**config.mk**
```make
export PLATFORM = sky130hd
export DESIGN_NAME = radix_prefixed_number_parser_top
export DESIGN_NICKNAME = d
export VERILOG_FILES = /design/src/rtl/rpnp_pkg.sv /design/src/rtl/rpnp_step.sv /design/src/rtl/radix_prefixed_number_parser_top.sv
export SDC_FILE = /design/constraint.sdc
export NUM_CORES = 1
export LEC_CHECK = 0
export BUFFER_PORTS_ARGS = -buffer_cell sky130_fd_sc_hd__buf_2
export CELL_PAD_IN_SITES_DETAIL_PLACEMENT = 2
export CELL_PAD_IN_SITES_GLOBAL_PLACEMENT = 2
export CORE_ASPECT_RATIO = 0.5
export CORE_MARGIN = 2
export CORE_UTILIZATION = 38
export CTS_CLUSTER_SIZE = 10
export DETAILED_ROUTE_END_ITERATION = 7
export PLACE_DENSITY_LB_ADDON = 0.1
export SETUP_SLACK_MARGIN = 0.15
export SLEW_MARGIN = 20
export SYNTH_ARGS = -nofsm -noshare
export SYNTH_HDL_FRONTEND = slang
export SYNTH_SLANG_ARGS = --single-unit
export TNS_END_PERCENT = 5
```
**constraint.sdc**
```tcl
create_clock -name clk_i -period 5.23 [get_ports clk_i]
set_clock_uncertainty 0.05 [all_clocks]
set_input_delay 0.7845 -clock clk_i [delete_from_list [all_inputs] [get_ports clk_i]]
set_output_delay 0.7845 -clock clk_i [all_outputs]
set_load 0.01 [all_outputs]
```
**src/rtl/rpnp_pkg.sv**
```systemverilog
// shared types and character constants for the radix-prefixed number parser
`timescale 1ns / 1ps
`default_nettype none

package rpnp_pkg;

  localparam int unsigned ValueW = 32;
  localparam int unsigned CountW = 8;
  localparam int unsigned DigitW = 5;

  localparam logic [CountW-1:0] CountMax = {CountW{1'b1}};

  // ascii codes
  localparam logic [7:0] ChMinus = 8'h2D;
  localparam logic [7:0] ChPlus  = 8'h2B;
  localparam logic [7:0] Ch0     = 8'h30;
  localparam logic [7:0] Ch1     = 8'h31;
  localparam logic [7:0] Ch7     = 8'h37;
  localparam logic [7:0] Ch9     = 8'h39;
  localparam logic [7:0] ChLowA  = 8'h61;
  localparam logic [7:0] ChLowB  = 8'h62;
  localparam logic [7:0] ChLowF  = 8'h66;
  localparam logic [7:0] ChLowX  = 8'h78;
  localparam logic [7:0] ChUpA   = 8'h41;
  localparam logic [7:0] ChUpB   = 8'h42;
  localparam logic [7:0] ChUpF   = 8'h46;
  localparam logic [7:0] ChUpX   = 8'h58;

  typedef enum logic [6:0] {
    PhIdle      = 7'b0000001,
    PhAfterSign = 7'b0000010,
    PhAfterZero = 7'b0000100,
    PhHex       = 7'b0001000,
    PhBin       = 7'b0010000,
    PhOct       = 7'b0100000,
    PhDec       = 7'b1000000
  } phase_e;

  typedef struct packed {
    phase_e              phase;
    logic                neg;
    logic [ValueW-1:0]   acc;
    logic [CountW-1:0]   count;
    logic                seen;
  } parse_state_t;

  typedef struct packed {
    logic                valid;
    logic                ok;
    logic [ValueW-1:0]   value;
    logic [CountW-1:0]   consumed;
  } parse_result_t;

endpackage

`default_nettype wire

```
**src/rtl/rpnp_step.sv**
```systemverilog
// next-state and result logic for one character of the parser
`timescale 1ns / 1ps
`default_nettype none

module rpnp_step (
  input  rpnp_pkg::parse_state_t  state_i,
  input  logic [7:0]              char_i,
  input  logic                    start_i,
  output rpnp_pkg::parse_state_t  next_o,
  output rpnp_pkg::parse_result_t result_o
);

  typedef enum logic [3:0] {
    RadixBin = 4'b0001,
    RadixOct = 4'b0010,
    RadixDec = 4'b0100,
    RadixHex = 4'b1000
  } radix_e;

  // acc * radix + digit, radix multiply as shift or shift-add
  function automatic logic [rpnp_pkg::ValueW-1:0] scale_add(
    input logic [rpnp_pkg::ValueW-1:0] acc,
    input radix_e                      radix,
    input logic [rpnp_pkg::DigitW-1:0] dig
  );
    logic [rpnp_pkg::ValueW-1:0] prod;
    begin
      case (radix)
        RadixBin: prod = acc << 1;
        RadixOct: prod = acc << 3;
        RadixDec: prod = (acc << 3) + (acc << 1);
        RadixHex: prod = acc << 4;
        default:  prod = '0;
      endcase
      scale_add = prod + {{(rpnp_pkg::ValueW-rpnp_pkg::DigitW){1'b0}}, dig};
    end
  endfunction

  function automatic logic [rpnp_pkg::CountW-1:0] bump(input logic [rpnp_pkg::CountW-1:0] cnt);
    begin
      bump = (cnt == rpnp_pkg::CountMax) ? cnt : cnt + 1'b1;
    end
  endfunction

  rpnp_pkg::parse_state_t      cur;
  logic [rpnp_pkg::DigitW-1:0] dig;
  logic                        dig_ok;
  logic [rpnp_pkg::DigitW-1:0] dig_lim;
  radix_e                      radix;
  logic                        is_sign;

  // digit decode against the radix of the current phase
  always_comb begin
    dig = '0;
    if (char_i inside {[rpnp_pkg::Ch0:rpnp_pkg::Ch9]}) begin
      dig = rpnp_pkg::DigitW'(char_i - rpnp_pkg::Ch0);
    end else if (char_i inside {[rpnp_pkg::ChLowA:rpnp_pkg::ChLowF]}) begin
      dig = rpnp_pkg::DigitW'(char_i - rpnp_pkg::ChLowA) + rpnp_pkg::DigitW'(10);
    end else if (char_i inside {[rpnp_pkg::ChUpA:rpnp_pkg::ChUpF]}) begin
      dig = rpnp_pkg::DigitW'(char_i - rpnp_pkg::ChUpA) + rpnp_pkg::DigitW'(10);
    end else begin
      dig = 5'd31;
    end
  end

  always_comb begin
    case (state_i.phase)
      rpnp_pkg::PhHex: radix = RadixHex;
      rpnp_pkg::PhBin: radix = RadixBin;
      rpnp_pkg::PhOct: radix = RadixOct;
      default:         radix = RadixDec;
    endcase
    case (radix)
      RadixHex: dig_lim = 5'd16;
      RadixBin: dig_lim = 5'd2;
      RadixOct: dig_lim = 5'd8;
      default:  dig_lim = 5'd10;
    endcase
    dig_ok = (dig < dig_lim);
  end

  assign is_sign = (char_i == rpnp_pkg::ChMinus) || (char_i == rpnp_pkg::ChPlus);

  always_comb begin
    cur = state_i;
    if (start_i) begin
      cur.phase = rpnp_pkg::PhAfterSign;
      cur.neg   = 1'b0;
      cur.acc   = '0;
      cur.count = '0;
      cur.seen  = 1'b0;
    end
    next_o   = cur;
    result_o = '0;

    if (start_i && is_sign) begin
      next_o.neg   = (char_i == rpnp_pkg::ChMinus);
      next_o.count = bump(cur.count);
    end else begin
      case (cur.phase)
        rpnp_pkg::PhAfterSign: begin
          if (char_i == rpnp_pkg::Ch0) begin
            next_o.count = bump(cur.count);
            next_o.phase = rpnp_pkg::PhAfterZero;
          end else if (char_i inside {[rpnp_pkg::Ch1:rpnp_pkg::Ch9]}) begin
            next_o.acc   = scale_add(cur.acc, RadixDec, dig);
            next_o.seen  = 1'b1;
            next_o.count = bump(cur.count);
            next_o.phase = rpnp_pkg::PhDec;
          end else begin
            // no digit after the optional sign
            next_o.phase    = rpnp_pkg::PhIdle;
            result_o.valid  = 1'b1;
          end
        end
        rpnp_pkg::PhAfterZero: begin
          if ((char_i == rpnp_pkg::ChLowX) || (char_i == rpnp_pkg::ChUpX)) begin
            next_o.count = bump(cur.count);
            next_o.phase = rpnp_pkg::PhHex;
          end else if ((char_i == rpnp_pkg::ChLowB) || (char_i == rpnp_pkg::ChUpB)) begin
            next_o.count = bump(cur.count);
            next_o.phase = rpnp_pkg::PhBin;
          end else if (char_i inside {[rpnp_pkg::Ch0:rpnp_pkg::Ch7]}) begin
            next_o.acc   = scale_add(cur.acc, RadixOct, dig);
            next_o.seen  = 1'b1;
            next_o.count = bump(cur.count);
            next_o.phase = rpnp_pkg::PhOct;
          end else begin
            // lone zero, value is zero whatever the sign
            next_o.acc        = '0;
            next_o.phase      = rpnp_pkg::PhIdle;
            result_o.valid    = 1'b1;
            result_o.ok       = 1'b1;
            result_o.consumed = cur.count;
          end
        end
        rpnp_pkg::PhHex, rpnp_pkg::PhBin, rpnp_pkg::PhOct, rpnp_pkg::PhDec: begin
          if (dig_ok) begin
            next_o.acc   = scale_add(cur.acc, radix, dig);
            next_o.seen  = 1'b1;
            next_o.count = bump(cur.count);
          end else begin
            next_o.phase   = rpnp_pkg::PhIdle;
            result_o.valid = 1'b1;
            result_o.ok    = cur.seen;
            if (cur.seen) begin
              result_o.value    = cur.neg ? (~cur.acc + 1'b1) : cur.acc;
              result_o.consumed = cur.count;
            end
          end
        end
        default: begin
          // idle: characters ignored until the next start
          next_o.phase = rpnp_pkg::PhIdle;
        end
      endcase
    end
  end

endmodule

`default_nettype wire

```
**src/rtl/radix_prefixed_number_parser_top.sv**
```systemverilog
// top level of the radix-prefixed ascii integer parser
// usage:
//   the slave stream carries one ascii character per request in s_axis_tdata
//   and a start-of-string flag in s_axis_tuser; a start drops any parse in
//   progress. a string is an optional sign, then 0x/0X hex, 0b/0B binary,
//   a leading 0 for octal, or decimal digits.
//   the first character that is not a valid digit ends the parse and yields
//   one request on the master stream: m_axis_tuser is the ok flag,
//   m_axis_tdata holds the 32-bit value and the consumed count (saturating
//   at 255). characters after that are dropped until the next start.
// timing:
//   one character per cycle, back to back while s_axis_tready is high; the
//   parse state register is updated by one pass of short logic per character.
//   the result is written to the output register at the edge that takes the
//   ending character and is offered on the master stream in the next cycle.
// reset:
//   the parser returns to idle (waiting for a start), the output is empty.
// stall:
//   while a result waits in the output register and m_axis_tready is low,
//   s_axis_tready drops; otherwise a character is taken every cycle even with
//   a result pending, as long as the receiver takes it in the same cycle.
`timescale 1ns / 1ps
`default_nettype none

module radix_prefixed_number_parser_top (
  input  logic        clk_i,
  input  logic        rst_ni,
  input  logic        s_axis_tvalid,
  output logic        s_axis_tready,
  input  logic [7:0]  s_axis_tdata,   // [7:0] char_code
  input  logic        s_axis_tuser,   // [0] first_of_string
  output logic        m_axis_tvalid,
  input  logic        m_axis_tready,
  output logic [39:0] m_axis_tdata,   // [31:0] value, [39:32] consumed
  output logic        m_axis_tuser    // [0] ok
);

  rpnp_pkg::parse_state_t  state_q, state_d;
  rpnp_pkg::parse_result_t result;

  logic                          out_valid_q, out_valid_d;
  logic                          out_ok_q;
  logic [rpnp_pkg::ValueW-1:0]   out_value_q;
  logic [rpnp_pkg::CountW-1:0]   out_count_q;
  logic                          in_fire;

  // take a character unless a result is stuck in the output register
  assign s_axis_tready = !out_valid_q || m_axis_tready;
  assign in_fire       = s_axis_tvalid && s_axis_tready;

  rpnp_step u_step (
    .state_i  (state_q),
    .char_i   (s_axis_tdata),
    .start_i  (s_axis_tuser),
    .next_o   (state_d),
    .result_o (result)
  );

  // parse state, held when no character arrives
  always_ff @(posedge clk_i or negedge rst_ni) begin
    if (!rst_ni) begin
      state_q.phase <= rpnp_pkg::PhIdle;
      state_q.neg   <= 1'b0;
      state_q.acc   <= '0;
      state_q.count <= '0;
      state_q.seen  <= 1'b0;
    end else if (in_fire) begin
      state_q <= state_d;
    end
  end

  // output register valid: loaded by a finishing character, cleared when taken
  assign out_valid_d = (in_fire && result.valid) || (out_valid_q && !m_axis_tready);

  always_ff @(posedge clk_i or negedge rst_ni) begin
    if (!rst_ni) begin
      out_valid_q <= 1'b0;
    end else begin
      out_valid_q <= out_valid_d;
    end
  end

  // result payload, no reset needed
  always_ff @(posedge clk_i) begin
    if (in_fire && result.valid) begin
      out_ok_q    <= result.ok;
      out_value_q <= result.value;
      out_count_q <= result.consumed;
    end
  end

  assign m_axis_tvalid = out_valid_q;
  assign m_axis_tuser  = out_ok_q;
  assign m_axis_tdata  = {out_count_q, out_value_q};

endmodule

`default_nettype wire
```
# After elaboration in Yosys (flattened, before gate mapping)
# Cells that the tools add are included.
# word_totals
ff_bits	91
latch_bits	0
ramBits	0
mem_bits_ro	0
output_inout_bits	43
word_cells	133
n_memories	0
# op_classes
add_sub_neg	11
mul	0
div	0
magnitude_cmp	9
eq_ne	21
shift	0
muxes	62
n_bitwise	3
n_reduce_logical	18
# op_table
cell	n
$mux 32	19
$pmux 32 s4	1
$pmux 41 s3	1
$add 32x5->32	3
$mux 42	2
$mux 41	2
$mux 8	8
$mux 49	1
$mux 40	1
$mux 7	5
$add 32x1->32 const B	1
$add 32x32->32	1
$eq 8x7->1 const B	4
$not 32->32	1
$eq 8x6->1 const B	3
$pmux 7 s3	1
$ge 8x6->1 const B	2
$ge 8x7->1 const B	2
$le 8x6->1 const B	2
$le 8x7->1 const B	2
$pmux 8 s2	1
$mux 5	3
$pmux 5 s3	1
$eq 7x4->1 const B	2
other kinds (27)	55

# Depth between registers and ports, before layout
# logic_depth
ltp_word	13
depth_mapped	26
ltp_nobuf	19

# Cells and area by module
# From an unflattened synthesis, not the netlist that was laid out.
# hier_totals
hier_cells	1419
hier_area_um2	11064.4
# by_module_without_submodules
mod	n_inst	cells_per_inst	area_each_um2	seq_area_each_um2
rpnp_step	1	1269	7920.1	0.0
radix_prefixed_number_parser_top	1	150	3144.3	2483.6

# Least setup slack after synthesis
# Ideal clock, no wire load.
# synth_timing
path_kind	input -> register
start	in s_axis_tuser
end	reg state_q[33] (netlist bit)
setup_ns	0.121
arrival_time_ns	5.746
t_required_ns	5.059
slack_ns	-0.687
cell_stages	26
n_path_buf	12
cell_sequence	buf_2 buf_6 buf_6 buf_6 buf_6 buf_6 buf_2 buf_2 buf_1 buf_1 clkbuf_1 nor2_1 ha_1 inv_1 a211oi_2 or4_4 a211oi_2 and4bb_1 nor4b_4 nand4_2 or3_1 buf_6 nor3b_2 xor2_1 o221ai_1 a22o_1
# synth_between
elab_chain_len	12
# synth_lines
element	line	rtl
start: declaration	radix_prefixed_number_parser_top.sv:31	input logic s_axis_tuser,
branches (longest 11 deep; another with $add 32x32->32)	-	
$mux 32 (*)	rpnp_step.sv:96	if (start_i && is_sign) begin
end signal: assignment	radix_prefixed_number_parser_top.sv:68	state_q <= state_d;
end: declaration	radix_prefixed_number_parser_top.sv:38	rpnp_pkg::parse_state_t state_q, state_d;
# Every way passes the cells marked *. The select of a mux whose other input is x is not followed.
# A chain may end at the register's enable or synchronous reset.

# Worst setup path after layout
# layout_timing
start	in s_axis_tuser
end	reg state_q[36] (netlist bit)
# Same word-level chain as after synthesis.

==> reports/metrics.csv <==
metric,value,unit
Final Max Slew Viols,0,
vias in the first global route,13700,
Clock Latency Late Sink,390,ps
Slew @ Worst Pin,1170,ps
top cell type's share of synthesized area,0.109,
initial core utilization,0.388,
status,completed,
Setup-failing EPs final,0,
global-route wire length before repair,91.4,mm
Syn Nets,1566,
H-tree Lvls,3,
layout cells sized above 1,0.154,
RSZ-0062 raised after global routing,yes,
Synth cell types,104,
"Seq/Total Area, Yosys",0.219,
count of cells along the worst hold path,1,
CP arrival,5160,ps
HP Class,reg2reg,
worst hold slack,490,ps
"Power, Total",0.00189,W
Fmax achieved,204,MHz
clk sinks,91,
Vias,13300,
slew margin rel.,0.213,
ranking of synthesized cells by area,"edfxtp_1 11%, dfrtp_1 11%, xnor2_1 6.0%",
I/O pin count,56,
overall routing resource usage,0.393,
number of synthesis warnings,0,
Rows,44,
Residual DRC,0,
CP required,5480,ps
Syn Std Cell Area,11300,um2
CTS max path bufs,2,
"count leader, synth",nor2_1,
GRT overflow,0,
CP Class,in2reg,
Finished Layout Cells,1987,
placed cell count,1971,
CTS tree,built,
CTS resizes,0,
Net Sw Frac,0.358,
Pwr Density,148,nW/um2
Switching Power,0.000675,W
Initial DRT Pass Iterations,6,
number of synthesized flops with an enable pin,41,
flop2flop setup slack,600,ps
CP Capture Type,register,
number of hold buffers added after CTS,0,
Worst VDD drop,158,uV
"Clk pin slew, worst setup/hold paths",100,ps
clock group share of total power,0.378,
Synth async-reset ratio,0.549,
Critical Path Fanout Max,56,
Final min period,4910,ps
Die Area,31300,um2
Commonest cells post-synth,"178 x nor2_1, 163 x nand2_1, 98 x o21ai_0, 85 x a21oi_1, 77 x xnor2_1",
Gate Count Post-Synth,1526,
initial antenna violation count,1,
sequential share of power,0.421,
ant diodes,0,
Root Driver,clkbuf_16,
largest net degree at the start of global routing,59,
CP Launch Type,input pin,
P_int,0.00121,W
Mean Syn Cell Area,7.42,um2
CTS buffer count,9,
Routed WL per cell,30.7,um
FF-to-FF path depth,13,
static leakage,4.85,nW
Final ANT Viol Nets,0,
#FFs+latches synth,91,
setup bufs post-CTS,0,
DIE WIDTH,248,um
core area,29200,um2
crit share post-route,0.939,
"area leader, netlist",edfxtp_1,
Placer Congestion,1.03,
port bufs,55,
"Hold Vio Cnt, Final",0,
Initial DRC Count,1644,
drt total wl,60.9,mm
"Top FF cell, synth",dfrtp_1,
max-cap check violation count,0,
nets,1631,
Layout area overhead,13.0,%
hpwl dp,47.8,mm
Die Span Y,126,um
vias per cell,6.70,
power share of the combinational group,0.201,
cell families (layout without fill, tap and decap cells):
logic type | count (synthesis) | in the layout | share of synthesized area
DFF | 91 | 91 | 0.219
buffers and inverters | 143 | 213 | 0.0565
and+or+nand+nor | 642 | 642 | 0.289
AOI/OAI and AO/OA | 465 | 465 | 0.280
adders and majority gates | 33 | 33 | 0.0361
xor gates and xnor gates | 145 | 145 | 0.113
muxes | 7 | 7 | 0.00618
cell usage in the layout, fill, tap and decap left out, drive strengths merged, types with 13 or more instances in the layout:
cell,instances
nor3,45
o21ai,120
nand3,48
nor2,178
and2,17
inv,27
o31ai,18
and3,16
nor2b,40
buf,172
o22ai,18
nand2,163
dfrtp,49
edfxtp,41
ha,26
a221oi,18
o211ai,19
nand2b,23
a21oi,85
a211oi,18
xor2,68
nand3b,14
or3,13
a31oi,16
xnor2,77
a22oi,25
nand4,17
a21o,13
worst max-delay path, stage by stage:
cell and delay, ps:
buf_4 120, buf_4 530, nor2b_1 200, ha_1 460, nor2b_1 340, o221a_2 280
nor2_1 80, xor2_1 180, o41ai_2 110, o21ai_0 740, and4bb_1 310, buf_4 160
nand2_1 80, nor2_1 70, xnor2_1 240, a221oi_1 140, o31ai_1 270
area by class of cell:
type	count	area (um2)
inverter	25	93.8
timing repair buffer	172	1180
sequential	91	2480
multi-input combinational	1292	8260
clock buffer	9	225
fill	3477	16400
tap	391	489
clock inverter	7	70.1
routing by layer:
| layer | vias up | part of all wire | GRT usage |
|---|---|---|---|
| met2 | 738 | 0.39 | 0.534 |
| met4 | 0 | 0.014 | 0.0714 |
| li1 | 5742 | - | - |
| met5 | - | 0 | 0 |
| met1 | 6770 | 0.46 | 0.596 |
| met3 | 70 | 0.13 | 0.131 |
through the flow:
step	instance area [um2]	util	setup TNS, ps	setup WS (ps)
after CTS	12800	0.439	0	326
after floorplan	11400	-	-16.2	-16.2
after detailed placement	12500	0.428	-235	-74.1
after global placement	12500	0.428	0	73.1
final	12800	0.439	0	318
after global routing	12800	0.439	0	110
power groups by stage:
| stage | clock network, W | logic, W | registers, W |
|---|---|---|---|
| CTS | 0.000715 | 0.000367 | 0.000793 |
| global route | 0.000749 | 0.000400 | 0.000797 |
| detailed placement | 0 | 0.000364 | 0.000808 |
| finish | 0.000714 | 0.000380 | 0.000795 |
| global placement | 0 | 0.000351 | 0.000805 |
| floorplan | 0 | 0.000218 | 0.000792 |
worst paths after layout:
check / startpoint / endpoint
max: s_axis_tuser / state_q[36]
min: state_q[0] / state_q[0]
max reg2reg: state_q[27] / state_q[36]
min reg2reg: state_q[0] / state_q[0]
max in group asynchronous: rst_ni / state_q[1]
min in group asynchronous: rst_ni / state_q[16]
sequential cells by signal, indices dropped and copies added (netlist names):
name / count
state_q: 49
out_value_q: 32
out_count_q: 8
m_axis_tuser: 1
m_axis_tvalid: 1
Note: power is estimated with default switching activity, not from simulation.
